$ cat src/hw/rtl/qbz_pkg.sv
// shared widths, constants and types of the quadratic bezier sampler
package qbz_pkg;

    localparam int COORD_W   = 16;
    localparam int MAX_STEPS = 64;
    localparam int STEP_W    = $clog2(MAX_STEPS + 1);
    localparam int DEN_W     = $clog2(MAX_STEPS * MAX_STEPS + 1);
    localparam int NUM_W     = COORD_W + DEN_W;
    localparam int ACC_W     = NUM_W + 1;
    localparam int MUL_A_W   = COORD_W + 1;
    localparam int MUL_B_W   = DEN_W + 1;
    localparam int PROD_W    = MUL_A_W + MUL_B_W;
    localparam int DCNT_W    = $clog2(COORD_W + 1);

    localparam logic [STEP_W-1:0] STEP_RESET = STEP_W'(16);

    typedef struct packed {
        logic mul_en;
        logic acc_load;
        logic acc_add;
    } mac_ctrl_t;

    // zero step count acts as one, oversized counts saturate
    function automatic logic [STEP_W-1:0] clamp_steps(input logic [STEP_W-1:0] raw);
        logic [STEP_W-1:0] res;
        res = raw;
        if (raw == '0)
        begin
            res = STEP_W'(1);
        end
        else if (raw > STEP_W'(MAX_STEPS))
        begin
            res = STEP_W'(MAX_STEPS);
        end
        return res;
    endfunction

endpackage

$ cat src/hw/rtl/qbz_mac.sv
// shared multiplier with registered product and accumulator
module qbz_mac
    import qbz_pkg::*;
(
    input  logic                      clk,
    input  mac_ctrl_t                 ctrl,
    input  logic signed [MUL_A_W-1:0] op_a,
    input  logic signed [MUL_B_W-1:0] op_b,
    input  logic signed [ACC_W-1:0]   acc_init,
    output logic signed [PROD_W-1:0]  prod,
    output logic signed [ACC_W-1:0]   acc
);

    logic signed [PROD_W-1:0] prod_reg;
    logic signed [ACC_W-1:0]  acc_reg;

    always_ff @(posedge clk)
    begin
        if (ctrl.mul_en)
        begin
            prod_reg <= op_a * op_b;
        end
        if (ctrl.acc_load)
        begin
            acc_reg <= acc_init;
        end
        else if (ctrl.acc_add)
        begin
            acc_reg <= acc_reg + ACC_W'(prod_reg);
        end
    end

    assign prod = prod_reg;
    assign acc  = acc_reg;

endmodule

$ cat src/hw/rtl/qbz_div.sv
// restoring divider, one quotient bit per cycle; quotient known to fit COORD_W bits
module qbz_div
    import qbz_pkg::*;
(
    input  logic               clk,
    input  logic               rst_n,
    input  logic               start,
    input  logic [NUM_W-1:0]   num,
    input  logic [DEN_W-1:0]   den,
    output logic               busy,
    output logic [COORD_W-1:0] quo
);

    logic [DCNT_W-1:0]  cnt_reg;
    logic [DCNT_W-1:0]  cnt_next;
    logic [DEN_W-1:0]   rem_reg;
    logic [DEN_W-1:0]   rem_next;
    logic [COORD_W-1:0] quo_reg;
    logic [COORD_W-1:0] quo_next;
    logic [DEN_W:0]     shifted;
    logic [DEN_W:0]     trial;

    always_comb
    begin
        shifted  = {rem_reg, quo_reg[COORD_W-1]};
        trial    = shifted - {1'b0, den};
        cnt_next = cnt_reg;
        rem_next = rem_reg;
        quo_next = quo_reg;
        if (start)
        begin
            // high part is below den since the quotient fits COORD_W bits
            rem_next = num[NUM_W-1:COORD_W];
            quo_next = num[COORD_W-1:0];
            cnt_next = DCNT_W'(COORD_W);
        end
        else if (cnt_reg != '0)
        begin
            cnt_next = cnt_reg - DCNT_W'(1);
            if (shifted >= {1'b0, den})
            begin
                rem_next = trial[DEN_W-1:0];
                quo_next = {quo_reg[COORD_W-2:0], 1'b1};
            end
            else
            begin
                rem_next = shifted[DEN_W-1:0];
                quo_next = {quo_reg[COORD_W-2:0], 1'b0};
            end
        end
    end

    always_ff @(posedge clk or negedge rst_n)
    begin
        if (!rst_n)
        begin
            cnt_reg <= '0;
        end
        else
        begin
            cnt_reg <= cnt_next;
        end
    end

    always_ff @(posedge clk)
    begin
        rem_reg <= rem_next;
        quo_reg <= quo_next;
    end

    assign busy = (cnt_reg != '0);
    assign quo  = quo_reg;

endmodule

$ cat src/hw/rtl/quadratic_bezier_sampler.sv
// items are taken only while idle, so a new item waits until the last point of the current one is registered
// per point: weights on the shared multiplier, then per axis a multiply-accumulate pass and a
// 16-step divider pass
// reset: async active low, step count returns to 16, sequencer idle, no output pending
module quadratic_bezier_sampler
    import qbz_pkg::*;
(
    input  logic                   clk,
    input  logic                   rst_n,
    input  logic                   cfg_we,
    input  logic [STEP_W-1:0]      cfg_wdata,      // step_count
    input  logic                   s_axis_tvalid,
    output logic                   s_axis_tready,
    input  logic [6*COORD_W-1:0]   s_axis_tdata,   // start_x, start_y, mid_x, mid_y, end_x, end_y
    output logic                   m_axis_tvalid,
    input  logic                   m_axis_tready,
    output logic [2*COORD_W-1:0]   m_axis_tdata,   // curve_x, curve_y
    output logic                   m_axis_tlast
);

    localparam logic [2:0] ST_IDLE = 3'd0;
    localparam logic [2:0] ST_WGT  = 3'd1;
    localparam logic [2:0] ST_MAC  = 3'd2;
    localparam logic [2:0] ST_DIVS = 3'd3;
    localparam logic [2:0] ST_DIV  = 3'd4;
    localparam logic [2:0] ST_OUT  = 3'd5;

    logic [2:0]             state_reg, state_next;
    logic [2:0]             phase_reg, phase_next;
    logic                   axis_reg, axis_next;
    logic [STEP_W-1:0]      pt_idx_reg, pt_idx_next;
    logic [STEP_W-1:0]      step_reg;
    logic                   out_valid_reg, out_valid_next;

    logic [6*COORD_W-1:0]   in_reg, in_next;
    logic [DEN_W-1:0]       den_reg, den_next;
    logic [DEN_W-1:0]       w0_reg, w0_next;
    logic [DEN_W-1:0]       w1_reg, w1_next;
    logic [DEN_W-1:0]       w2_reg, w2_next;
    logic [COORD_W-1:0]     x_reg, x_next;
    logic [2*COORD_W-1:0]   out_data_reg, out_data_next;
    logic                   out_last_reg, out_last_next;

    logic [STEP_W-1:0]      n_eff;
    logic [STEP_W-1:0]      j_val;
    mac_ctrl_t              mac_ctrl;
    logic signed [MUL_A_W-1:0] op_a;
    logic signed [MUL_B_W-1:0] op_b;
    logic signed [ACC_W-1:0]   acc_init;
    logic signed [PROD_W-1:0]  prod;
    logic signed [ACC_W-1:0]   acc;
    logic                   div_start;
    logic                   div_busy;
    logic [COORD_W-1:0]     quo;
    logic [COORD_W-1:0]     quo_coord;
    logic [COORD_W-1:0]     term_coord;

    assign n_eff = clamp_steps(step_reg);
    assign j_val = n_eff - pt_idx_reg;
    // numerator carried an offset of den << (COORD_W-1): undo by flipping the top bit
    assign quo_coord = {~quo[COORD_W-1], quo[COORD_W-2:0]};
    assign acc_init  = ACC_W'({den_reg, {(COORD_W-1){1'b0}}});

    always_comb
    begin
        case (phase_reg)
            3'd0:    term_coord = axis_reg ? in_reg[1*COORD_W +: COORD_W]
                                           : in_reg[0*COORD_W +: COORD_W];
            3'd1:    term_coord = axis_reg ? in_reg[3*COORD_W +: COORD_W]
                                           : in_reg[2*COORD_W +: COORD_W];
            default: term_coord = axis_reg ? in_reg[5*COORD_W +: COORD_W]
                                           : in_reg[4*COORD_W +: COORD_W];
        endcase
    end

    always_comb
    begin
        state_next     = state_reg;
        phase_next     = phase_reg;
        axis_next      = axis_reg;
        pt_idx_next    = pt_idx_reg;
        out_valid_next = out_valid_reg && !m_axis_tready;
        in_next        = in_reg;
        den_next       = den_reg;
        w0_next        = w0_reg;
        w1_next        = w1_reg;
        w2_next        = w2_reg;
        x_next         = x_reg;
        out_data_next  = out_data_reg;
        out_last_next  = out_last_reg;
        mac_ctrl       = '0;
        op_a           = '0;
        op_b           = '0;
        div_start      = 1'b0;

        case (state_reg)
            ST_IDLE:
            begin
                if (s_axis_tvalid)
                begin
                    in_next     = s_axis_tdata;
                    pt_idx_next = STEP_W'(1);
                    phase_next  = '0;
                    state_next  = ST_WGT;
                end
            end
            ST_WGT:
            begin
                // weights j*j, 2*j*i, i*i and den n*n through the shared multiplier
                mac_ctrl.mul_en = 1'b1;
                phase_next      = phase_reg + 3'd1;
                case (phase_reg)
                    3'd0:
                    begin
                        op_a = MUL_A_W'(n_eff);
                        op_b = MUL_B_W'(n_eff);
                    end
                    3'd1:
                    begin
                        op_a     = MUL_A_W'(j_val);
                        op_b     = MUL_B_W'(j_val);
                        den_next = prod[DEN_W-1:0];
                    end
                    3'd2:
                    begin
                        op_a    = MUL_A_W'(j_val);
                        op_b    = MUL_B_W'(pt_idx_reg);
                        w0_next = prod[DEN_W-1:0];
                    end
                    3'd3:
                    begin
                        op_a    = MUL_A_W'(pt_idx_reg);
                        op_b    = MUL_B_W'(pt_idx_reg);
                        w1_next = {prod[DEN_W-2:0], 1'b0};
                    end
                    default:
                    begin
                        w2_next    = prod[DEN_W-1:0];
                        phase_next = '0;
                        axis_next  = 1'b0;
                        state_next = ST_MAC;
                    end
                endcase
            end
            ST_MAC:
            begin
                mac_ctrl.mul_en = 1'b1;
                op_a            = {term_coord[COORD_W-1], term_coord};
                phase_next      = phase_reg + 3'd1;
                case (phase_reg)
                    3'd0:
                    begin
                        mac_ctrl.acc_load = 1'b1;
                        op_b              = {1'b0, w0_reg};
                    end
                    3'd1:
                    begin
                        mac_ctrl.acc_add = 1'b1;
                        op_b             = {1'b0, w1_reg};
                    end
                    3'd2:
                    begin
                        mac_ctrl.acc_add = 1'b1;
                        op_b             = {1'b0, w2_reg};
                    end
                    default:
                    begin
                        mac_ctrl.acc_add = 1'b1;
                        mac_ctrl.mul_en  = 1'b0;
                        phase_next       = '0;
                        state_next       = ST_DIVS;
                    end
                endcase
            end
            ST_DIVS:
            begin
                div_start  = 1'b1;
                state_next = ST_DIV;
            end
            ST_DIV:
            begin
                if (!div_busy)
                begin
                    if (!axis_reg)
                    begin
                        x_next     = quo_coord;
                        axis_next  = 1'b1;
                        state_next = ST_MAC;
                    end
                    else
                    begin
                        state_next = ST_OUT;
                    end
                end
            end
            ST_OUT:
            begin
                if (!out_valid_reg || m_axis_tready)
                begin
                    out_valid_next = 1'b1;
                    out_data_next  = {quo_coord, x_reg};
                    out_last_next  = (pt_idx_reg == n_eff);
                    phase_next     = '0;
                    if (pt_idx_reg == n_eff)
                    begin
                        state_next = ST_IDLE;
                    end
                    else
                    begin
                        pt_idx_next = pt_idx_reg + STEP_W'(1);
                        state_next  = ST_WGT;
                    end
                end
            end
            default:
            begin
                state_next = ST_IDLE;
            end
        endcase
    end

    always_ff @(posedge clk or negedge rst_n)
    begin
        if (!rst_n)
        begin
            state_reg     <= ST_IDLE;
            phase_reg     <= '0;
            axis_reg      <= 1'b0;
            pt_idx_reg    <= STEP_W'(1);
            out_valid_reg <= 1'b0;
            step_reg      <= STEP_RESET;
        end
        else
        begin
            state_reg     <= state_next;
            phase_reg     <= phase_next;
            axis_reg      <= axis_next;
            pt_idx_reg    <= pt_idx_next;
            out_valid_reg <= out_valid_next;
            if (cfg_we)
            begin
                step_reg <= cfg_wdata;
            end
        end
    end

    always_ff @(posedge clk)
    begin
        in_reg       <= in_next;
        den_reg      <= den_next;
        w0_reg       <= w0_next;
        w1_reg       <= w1_next;
        w2_reg       <= w2_next;
        x_reg        <= x_next;
        out_data_reg <= out_data_next;
        out_last_reg <= out_last_next;
    end

    qbz_mac u_mac (
        .clk      (clk),
        .ctrl     (mac_ctrl),
        .op_a     (op_a),
        .op_b     (op_b),
        .acc_init (acc_init),
        .prod     (prod),
        .acc      (acc)
    );

    qbz_div u_div (
        .clk   (clk),
        .rst_n (rst_n),
        .start (div_start),
        .num   (acc[NUM_W-1:0]),
        .den   (den_reg),
        .busy  (div_busy),
        .quo   (quo)
    );

    assign s_axis_tready = (state_reg == ST_IDLE);
    assign m_axis_tvalid = out_valid_reg;
    assign m_axis_tdata  = out_data_reg;
    assign m_axis_tlast  = out_last_reg;

`ifndef SYNTHESIS
    a_idx_range: assert property (@(posedge clk) disable iff (!rst_n)
        (state_reg != ST_IDLE) |-> (pt_idx_reg != '0) && (pt_idx_reg <= n_eff))
        else $error("point index out of range");

    a_div_owner: assert property (@(posedge clk) disable iff (!rst_n)
        div_busy |-> (state_reg == ST_DIV))
        else $error("divider busy outside divide state");

    a_out_source: assert property (@(posedge clk) disable iff (!rst_n)
        $rose(m_axis_tvalid) |-> ($past(state_reg) == ST_OUT))
        else $error("output raised outside output state");
`endif

endmodule

$ cat config.mk
export PLATFORM = sky130hd
export DESIGN_NAME = quadratic_bezier_sampler
export DESIGN_NICKNAME = d
export VERILOG_FILES = /design/src/hw/rtl/qbz_pkg.sv /design/src/hw/rtl/qbz_mac.sv /design/src/hw/rtl/qbz_div.sv /design/src/hw/rtl/quadratic_bezier_sampler.sv
export SDC_FILE = /design/constraint.sdc
export NUM_CORES = 1
export LEC_CHECK = 0
export BUFFER_PORTS_ARGS = -buffer_cell sky130_fd_sc_hd__buf_2
export CAP_MARGIN = 10
export CORE_UTILIZATION = 46
export DETAILED_ROUTE_END_ITERATION = 10
export PLACE_DENSITY_LB_ADDON = 0.3
export SKIP_CTS_REPAIR_TIMING = 1
export SLEW_MARGIN = 20
export SYNTH_ARGS = -nofsm -noshare
export SYNTH_HDL_FRONTEND = slang
export SYNTH_SLANG_ARGS = --single-unit
$ cat constraint.sdc
create_clock -name clk -period 17.4 [get_ports clk]
set_input_delay 0 -clock clk [delete_from_list [all_inputs] [get_ports clk]]
set_output_delay 0 -clock clk [all_outputs]
set_load 0.03 [all_outputs]
==> results of run 1 <==
-- cell families (layout without fill, tap and decap cells) --
group / after synthesis / in the layout / share of synthesized area
flip-flops: 310 / 310 / 0.403
AND/OR/NAND/NOR: 629 / 629 / 0.128
XOR/XNOR: 70 / 70 / 0.0274
AO/OA/AOI/OAI: 373 / 373 / 0.120
adder cells (fa/ha/maj): 327 / 327 / 0.250
buffers and inverters: 390 / 659 / 0.0664
multiplexers: 10 / 10 / 0.00492
-- power groups by stage --
stage | registers, uW | clock network (uW) | logic [uW]
2_1_floorplan | 1220 | 0 | 1500
3_3_place_gp | 1250 | 0 | 2000
3_5_place_dp | 1250 | 0 | 2050
4_1_cts | 1240 | 761 | 2060
5_1_grt | 1260 | 786 | 2340
6_report | 1240 | 743 | 2100
-- worst reg2reg max path, delay by kind of cell, from the launching register on --
kind / cells / cell delay [ps]
adder cells (fa/ha/maj): 9 / 4080
AO/OA/AOI/OAI: 10 / 2910
AND/OR/NAND/NOR: 4 / 460
XOR/XNOR: 2 / 240
buffers and inverters: 5 / 260
flip-flops: 1 / 570
-- through the flow --
| stage | total power, uW | cell area, um2 | hold slack, ps | utilization | instances |
|---|---|---|---|---|---|
| final | 4080 | 26000 | 14.3 | 0.544 | 2993 |
| after global routing | 4380 | 26000 | 71.0 | 0.544 | 2993 |
| after CTS | 4060 | 24900 | -524 | 0.520 | 2880 |
| after detailed placement | 3300 | 23800 | 68.3 | 0.497 | 2819 |
| after global placement | 3250 | 23800 | 43.3 | 0.497 | 2819 |
| after floorplan | 2720 | 22400 | -296 | - | 2109 |
-- per-layer routing --
metal,part of all wire,up-vias,track usage
li1,-,7663,-
met1,0.42,8100,0.296
met2,0.49,627,0.371
met3,0.063,89,0.0298
met4,0.027,0,0.0692
met5,0,-,0
-- cell type report --
class / count / share of cell area
clock buffers: 46 / 0.0364
clock inverters: 15 / 0.00711
inverters: 320 / 0.0461
multi-input cells: 1409 / 0.457
flip-flops and latches: 310 / 0.346
well taps: 615 / 0.0296
repair buffers: 278 / 0.0774
-- layout by cell type (no fill, tap or decap), types with 9 or more instances in the layout --
cell type      count
a21o_1            26
and3_1             9
buf_2            142
clkbuf_16         35
a22oi_1           31
a31oi_1           10
nand3_1           35
o21ai_1            9
dlygate4sd3_1    113
nand2_1          253
a22o_1            20
dfxtp_1           16
nand4_1           11
nor3_1            36
fa_1             201
and2_1            22
edfxtp_1         267
o21a_1            19
ha_1             126
buf_4             23
a211oi_1          27
a21oi_1           77
nand2b_1          31
o211ai_1          18
xor2_1            23
nor2b_1           35
inv_1            317
o21ai_0           48
xnor2_1           47
dfrtp_1           25
nor2_1           151
-- worst paths after layout --
| kind | start | end | slack, ps | cells after the start |
|---|---|---|---|---|
| max | step_reg[4] | u_mac.prod[28] | 8610 | 30 |
| max in group asynchronous | rst_n | u_div.cnt_reg[1] | 16950 | 2 |
| max reg2reg | step_reg[4] | u_mac.prod[28] | 8610 | 30 |
| min reg2reg | x_reg[12] | m_axis_tdata[12] | 410 | 0 |
| min in group clk | s_axis_tdata[78] | in_reg[78] | 140 | 2 |
| min | rst_n | pt_idx_reg[6] | 10 | 2 |
==> results.sh, run 1 <==
export IMPL_arrival_ps=9080
export IMPL_cts_sinks=310
export IMPL_cp_start_kind="flop"
export IMPL_clkTransAtPathRegs_ps=60
export IMPL_crit_buf_inv=5
export IMPL_yosysTopAreaCellShare=0.359
export IMPL_cp_slowest_cell="o22a_1"
export IMPL_grt_pass1_vias=16300
export IMPL_cpMostUsedCell="fa_1"
export IMPL_cp_top_family="adder cells"
export IMPL_yosysSeqAreaShare=0.403
export IMPL_layout_area_seq_um2=9020
export IMPL_wire_per_inst_um=18.6
export IMPL_drt_wl_total_um=55800
export IMPL_yosys_area_top_type="edfxtp_1"
export IMPL_yosysUniqueCellTypes=84
export IMPL_area_growth_syn_to_layout_pct=16.4
export IMPL_slew_limit_headroom=0.303
export IMPL_synthArstFlopShare=0.0871
export IMPL_antennaDiodeCount=0
export IMPL_ys_warn_count=0
export IMPL_overflow=0
export IMPL_fillerInstances=4054
export IMPL_drtIter0Drc=1327
export IMPL_antenna_found_initial=0
export IMPL_switching_share=0.441
export IMPL_grt_usage=0.221
export IMPL_nets=2789
export IMPL_die_x_um=222
export IMPL_io_pins=143
export IMPL_p_leak_uw=0.0113
export IMPL_cts_tree="done"
export IMPL_place_hpwl_um=40200
export IMPL_syn_inst=2109
export IMPL_grt_start_max_net_pins=85
export IMPL_multi_input_area_um2=11900
export IMPL_p_int_uw=2280
export IMPL_first_pass_iters=8
export IMPL_ys_seq_elements=310
export IMPL_postLayoutSetupSlackWorst_ps=8610
export IMPL_grt_first_pass_wirelength_um=86500
export IMPL_worstSetupPathType="flop to flop"
export IMPL_post_route_period_util=0.505
export IMPL_port_buffers=142
export IMPL_coreArea_um2=47800
export IMPL_ys_top_cells_by_count="inv_1, edfxtp_1, nand2_1"
export IMPL_ant_nets=0
export IMPL_synth_area_per_cell_um2=10.6
export IMPL_hp_class="primary input to async pin"
export IMPL_largest_register_ffs=96
export IMPL_maxCapViolations=0
export IMPL_finalHoldViolCount=0
export IMPL_max_freq_mhz=114
export IMPL_drive_gt1_frac=0.111
export IMPL_worst_pin_slew_ps=1050
export IMPL_synthTopCellsByArea="edfxtp_1, fa_1, ha_1, inv_1, nand2_1"
export IMPL_p_clk_frac=0.182
export IMPL_setup_viol=0
export IMPL_htree_levels=2
export IMPL_yosysMostFrequentCell="inv_1"
export IMPL_worstSkewPairLatency_ps=560
export IMPL_die_height_um=222
export IMPL_rsz0062_at_grt="false"
export IMPL_clk_path_buf_depth=3
export IMPL_slew_viol_final=0
export IMPL_preCtsSetupSlack_ps=8660
export IMPL_gp_congestion=0.929
export IMPL_clock_skew_ps=24.3
export IMPL_syn_nets=2544
export IMPL_p_comb_frac=0.514
export IMPL_drc_errors=0
export IMPL_cp_required_ps=17700
export IMPL_synth_edff_count=267
export IMPL_period_needed_ps=8790
export IMPL_vias_per_cell=5.51
export IMPL_vias=16500
export IMPL_ys_flop_type="edfxtp_1"
export IMPL_cp_max_fo=16
export IMPL_seqPwrFrac=0.304
export IMPL_status="finished clean"
export IMPL_power_density_nw_per_um2=157
export IMPL_p_sw_uw=1800
export IMPL_peakVddDrop_v=0.0000883
export IMPL_clock_root_buffer="clkbuf_16"
export IMPL_initial_utilization=0.467
export IMPL_dieArea_um2=49500
export IMPL_tns_ps=0
export IMPL_numCtsBuffers=35
export IMPL_netlist_area_um2=22400
export IMPL_rows=80
export IMPL_slowest_delay_ps=650
export IMPL_worst_setup_path_end_kind="flop"
No activity file was read; power rests on OpenSTA's default activity.
==> run 2: changes to the inputs <==
ABC_AREA = 1   (was not set)
clock period = 8 ns   (was 17.4 ns; I/O delays follow)
==> run 2 against run 1 <==
  * The flow now finishes with violations (negative hold slack)
  * Wire length rose by 11%
  * Sequential cell count stayed put
  * Combinational power up 110%
  * Critical endpoint is now u_mac.prod[24]
  * Largest power group unchanged
==> results.sh, run 2 <==
export IMPL_post_route_period_util=0.949
export IMPL_die_height_um=226
export IMPL_preCtsSetupSlack_ps=231
export IMPL_maxCapViolations=0
export IMPL_worst_setup_path_end_kind="flop"
export IMPL_drtIter0Drc=1285
export IMPL_slew_limit_headroom=0.288
export IMPL_status="finished with violations"
export IMPL_p_clk_frac=0.190
export IMPL_finalHoldViolCount=11
export IMPL_cp_max_fo=14
export IMPL_vias=18400
export IMPL_nets=3266
export IMPL_wl_met3_um=3920
export IMPL_slew_viol_final=0
export IMPL_drt_wl_total_um=62100
export IMPL_ys_warn_count=0
export IMPL_io_pins=143
export IMPL_antenna_found_initial=1
export IMPL_largest_register_ffs=96
export IMPL_place_hpwl_um=47200
export IMPL_yosysMostFrequentCell="nand2_1"
export IMPL_grt_start_max_net_pins=51
export IMPL_p_comb_frac=0.503
export IMPL_overflow=0
export IMPL_peakVddDrop_v=0.000215
export IMPL_gp_congestion=0.948
export IMPL_cts_sinks=310
export IMPL_clock_skew_ps=24.7
export IMPL_rows=81
export IMPL_grt_first_pass_wirelength_um=96300
export IMPL_wire_per_inst_um=17.6
export IMPL_clk_path_buf_depth=3
export IMPL_violations="negative hold slack"
export IMPL_switching_share=0.455
export IMPL_power_density_nw_per_um2=321
export IMPL_initial_utilization=0.469
export IMPL_worst_pin_slew_ps=1060
export IMPL_placed_cell_area_um2=24600
export IMPL_p_int_uw=4740
export IMPL_numCtsBuffers=35
export IMPL_vias_per_cell=5.23
export IMPL_synth_edff_count=267
export IMPL_seqPwrFrac=0.307
export IMPL_port_buffers=142
export IMPL_synthTopCellsByArea="edfxtp_1, fa_1, nand2_1, inv_1, ha_1"
export IMPL_worstSetupPathType="flop to flop"
export IMPL_ant_nets=0
export IMPL_yosysTopAreaCellShare=0.348
export IMPL_highest_layer="met4"
export IMPL_yosysUniqueCellTypes=51
export IMPL_layout_area_seq_um2=9020
export IMPL_tns_ps=0
export IMPL_final_common_cell="nand2_1"
export IMPL_yosysSeqAreaShare=0.392
export IMPL_routedLengthMet1_um=26100
export IMPL_multi_input_area_um2=12000
export IMPL_reg2reg_slack_ps=410
export IMPL_syn_nets=2975
export IMPL_drc_errors=0
export IMPL_clock_root_buffer="clkbuf_16"
export IMPL_cp_required_ps=8300
export IMPL_worstSkewPairLatency_ps=560
export IMPL_ys_seq_elements=310
export IMPL_area_growth_syn_to_layout_pct=17.5
export IMPL_yosys_area_top_type="edfxtp_1"
export IMPL_htree_levels=2
export IMPL_max_freq_mhz=132
export IMPL_cp_slowest_cell="fa_1"
export IMPL_syn_inst=2540
export IMPL_arrival_ps=7890
export IMPL_grt_pass1_vias=18300
export IMPL_p_leak_uw=0.0126
export IMPL_fillerInstances=4348
export IMPL_first_pass_iters=5
export IMPL_synthArstFlopShare=0.0871
export IMPL_rsz0062_at_grt="true"
export IMPL_grt_usage=0.244
export IMPL_postLayoutSetupSlackWorst_ps=406
export IMPL_die_x_um=226
export IMPL_final_cell_mix="nand2_1, inv_1, edfxtp_1, nor2_1, fa_1"
export IMPL_antennaDiodeCount=0
export IMPL_synth_area_per_cell_um2=9.07
export IMPL_slowest_delay_ps=600
export IMPL_coreArea_um2=49200
export IMPL_netlist_area_um2=23000
export IMPL_hp_class="primary input to async pin"
export IMPL_clkTransAtPathRegs_ps=70
export IMPL_p_sw_uw=3950
export IMPL_wl_met2_um=30100
export IMPL_period_needed_ps=7590
export IMPL_dieArea_um2=51000
export IMPL_cp_start_kind="flop"
export IMPL_cts_tree="done"
export IMPL_setup_viol=0
export IMPL_ys_flop_type="edfxtp_1"
export IMPL_holdWs_ps=-15.6
export IMPL_drive_gt1_frac=0.104
export IMPL_fin_area_um2=27100
export IMPL_ys_top_cells_by_count="nand2_1, inv_1, edfxtp_1"
-- run 2: path summary, 6_finish.rpt --
| kind | from | endpoint | depth (start not counted) |
|---|---|---|---|
| worst max-delay path | step_reg[4] | u_mac.prod[24] | 33 |
| worst min-delay path | rst_n | step_reg[5] | 2 |
| worst max register to register | step_reg[4] | u_mac.prod[24] | 33 |
| worst min register to register | x_reg[12] | m_axis_tdata[12] | 0 |
| max in group asynchronous | rst_n | u_div.cnt_reg[1] | 2 |
| min in group clk | s_axis_tvalid | pt_idx_reg[6] | 5 |
-- run 2: worst max-delay path: cells and delay by family (launching register included) --
family	cells	cell delay [ps]
adder cells (fa/ha/maj)	9	4080
AND/OR/NAND/NOR	17	2140
flip-flops	1	530
buffers and inverters	5	290
AO/OA/AOI/OAI	1	200
XOR/XNOR	1	70
-- run 2: routing by layer --
metal	vias to the layer above	GRT usage
li1	8700	-
met1	8961	0.326
met2	614	0.405
met3	124	0.0334
met4	0	0.0856
met5	-	0
-- run 2: power by group through the flow --
stage	Sequential [uW]	Combinational (uW)	Clock, uW
5_1_grt	2700	4900	1730
3_3_place_gp	2680	4150	0
4_1_cts	2660	4230	1680
3_5_place_dp	2690	4210	0
2_1_floorplan	2630	2960	0
6_report	2660	4370	1650
-- run 2: metrics by stage --
step	hold WS (ps)	power, uW	util	cells
2_1_floorplan	-296	5600	-	2540
6_report	-15.6	8680	0.550	3521
3_5_place_dp	49.1	6900	0.501	3333
5_1_grt	20.0	9330	0.550	3521
4_1_cts	-550	8570	0.524	3396
3_3_place_gp	43.0	6830	0.501	3333
-- run 2: layout make-up --
type / instances / share of cell area
clock buffer: 43 / 0.0339
clock inverter: 20 / 0.00911
inverter: 477 / 0.0667
multi-input combinational: 1705 / 0.443
sequential: 310 / 0.333
tap: 664 / 0.0307
timing repair buffer: 302 / 0.0835
-- run 2: kinds of logic after synthesis --
logic type,after synthesis,share of synthesized area
AO/OA/AOI/OAI,297,0.0738
XOR/XNOR,44,0.0167
buffers and inverters,525,0.0899
AND/OR/NAND/NOR,1037,0.185
flip-flops,310,0.392
adder cells (fa/ha/maj),327,0.243
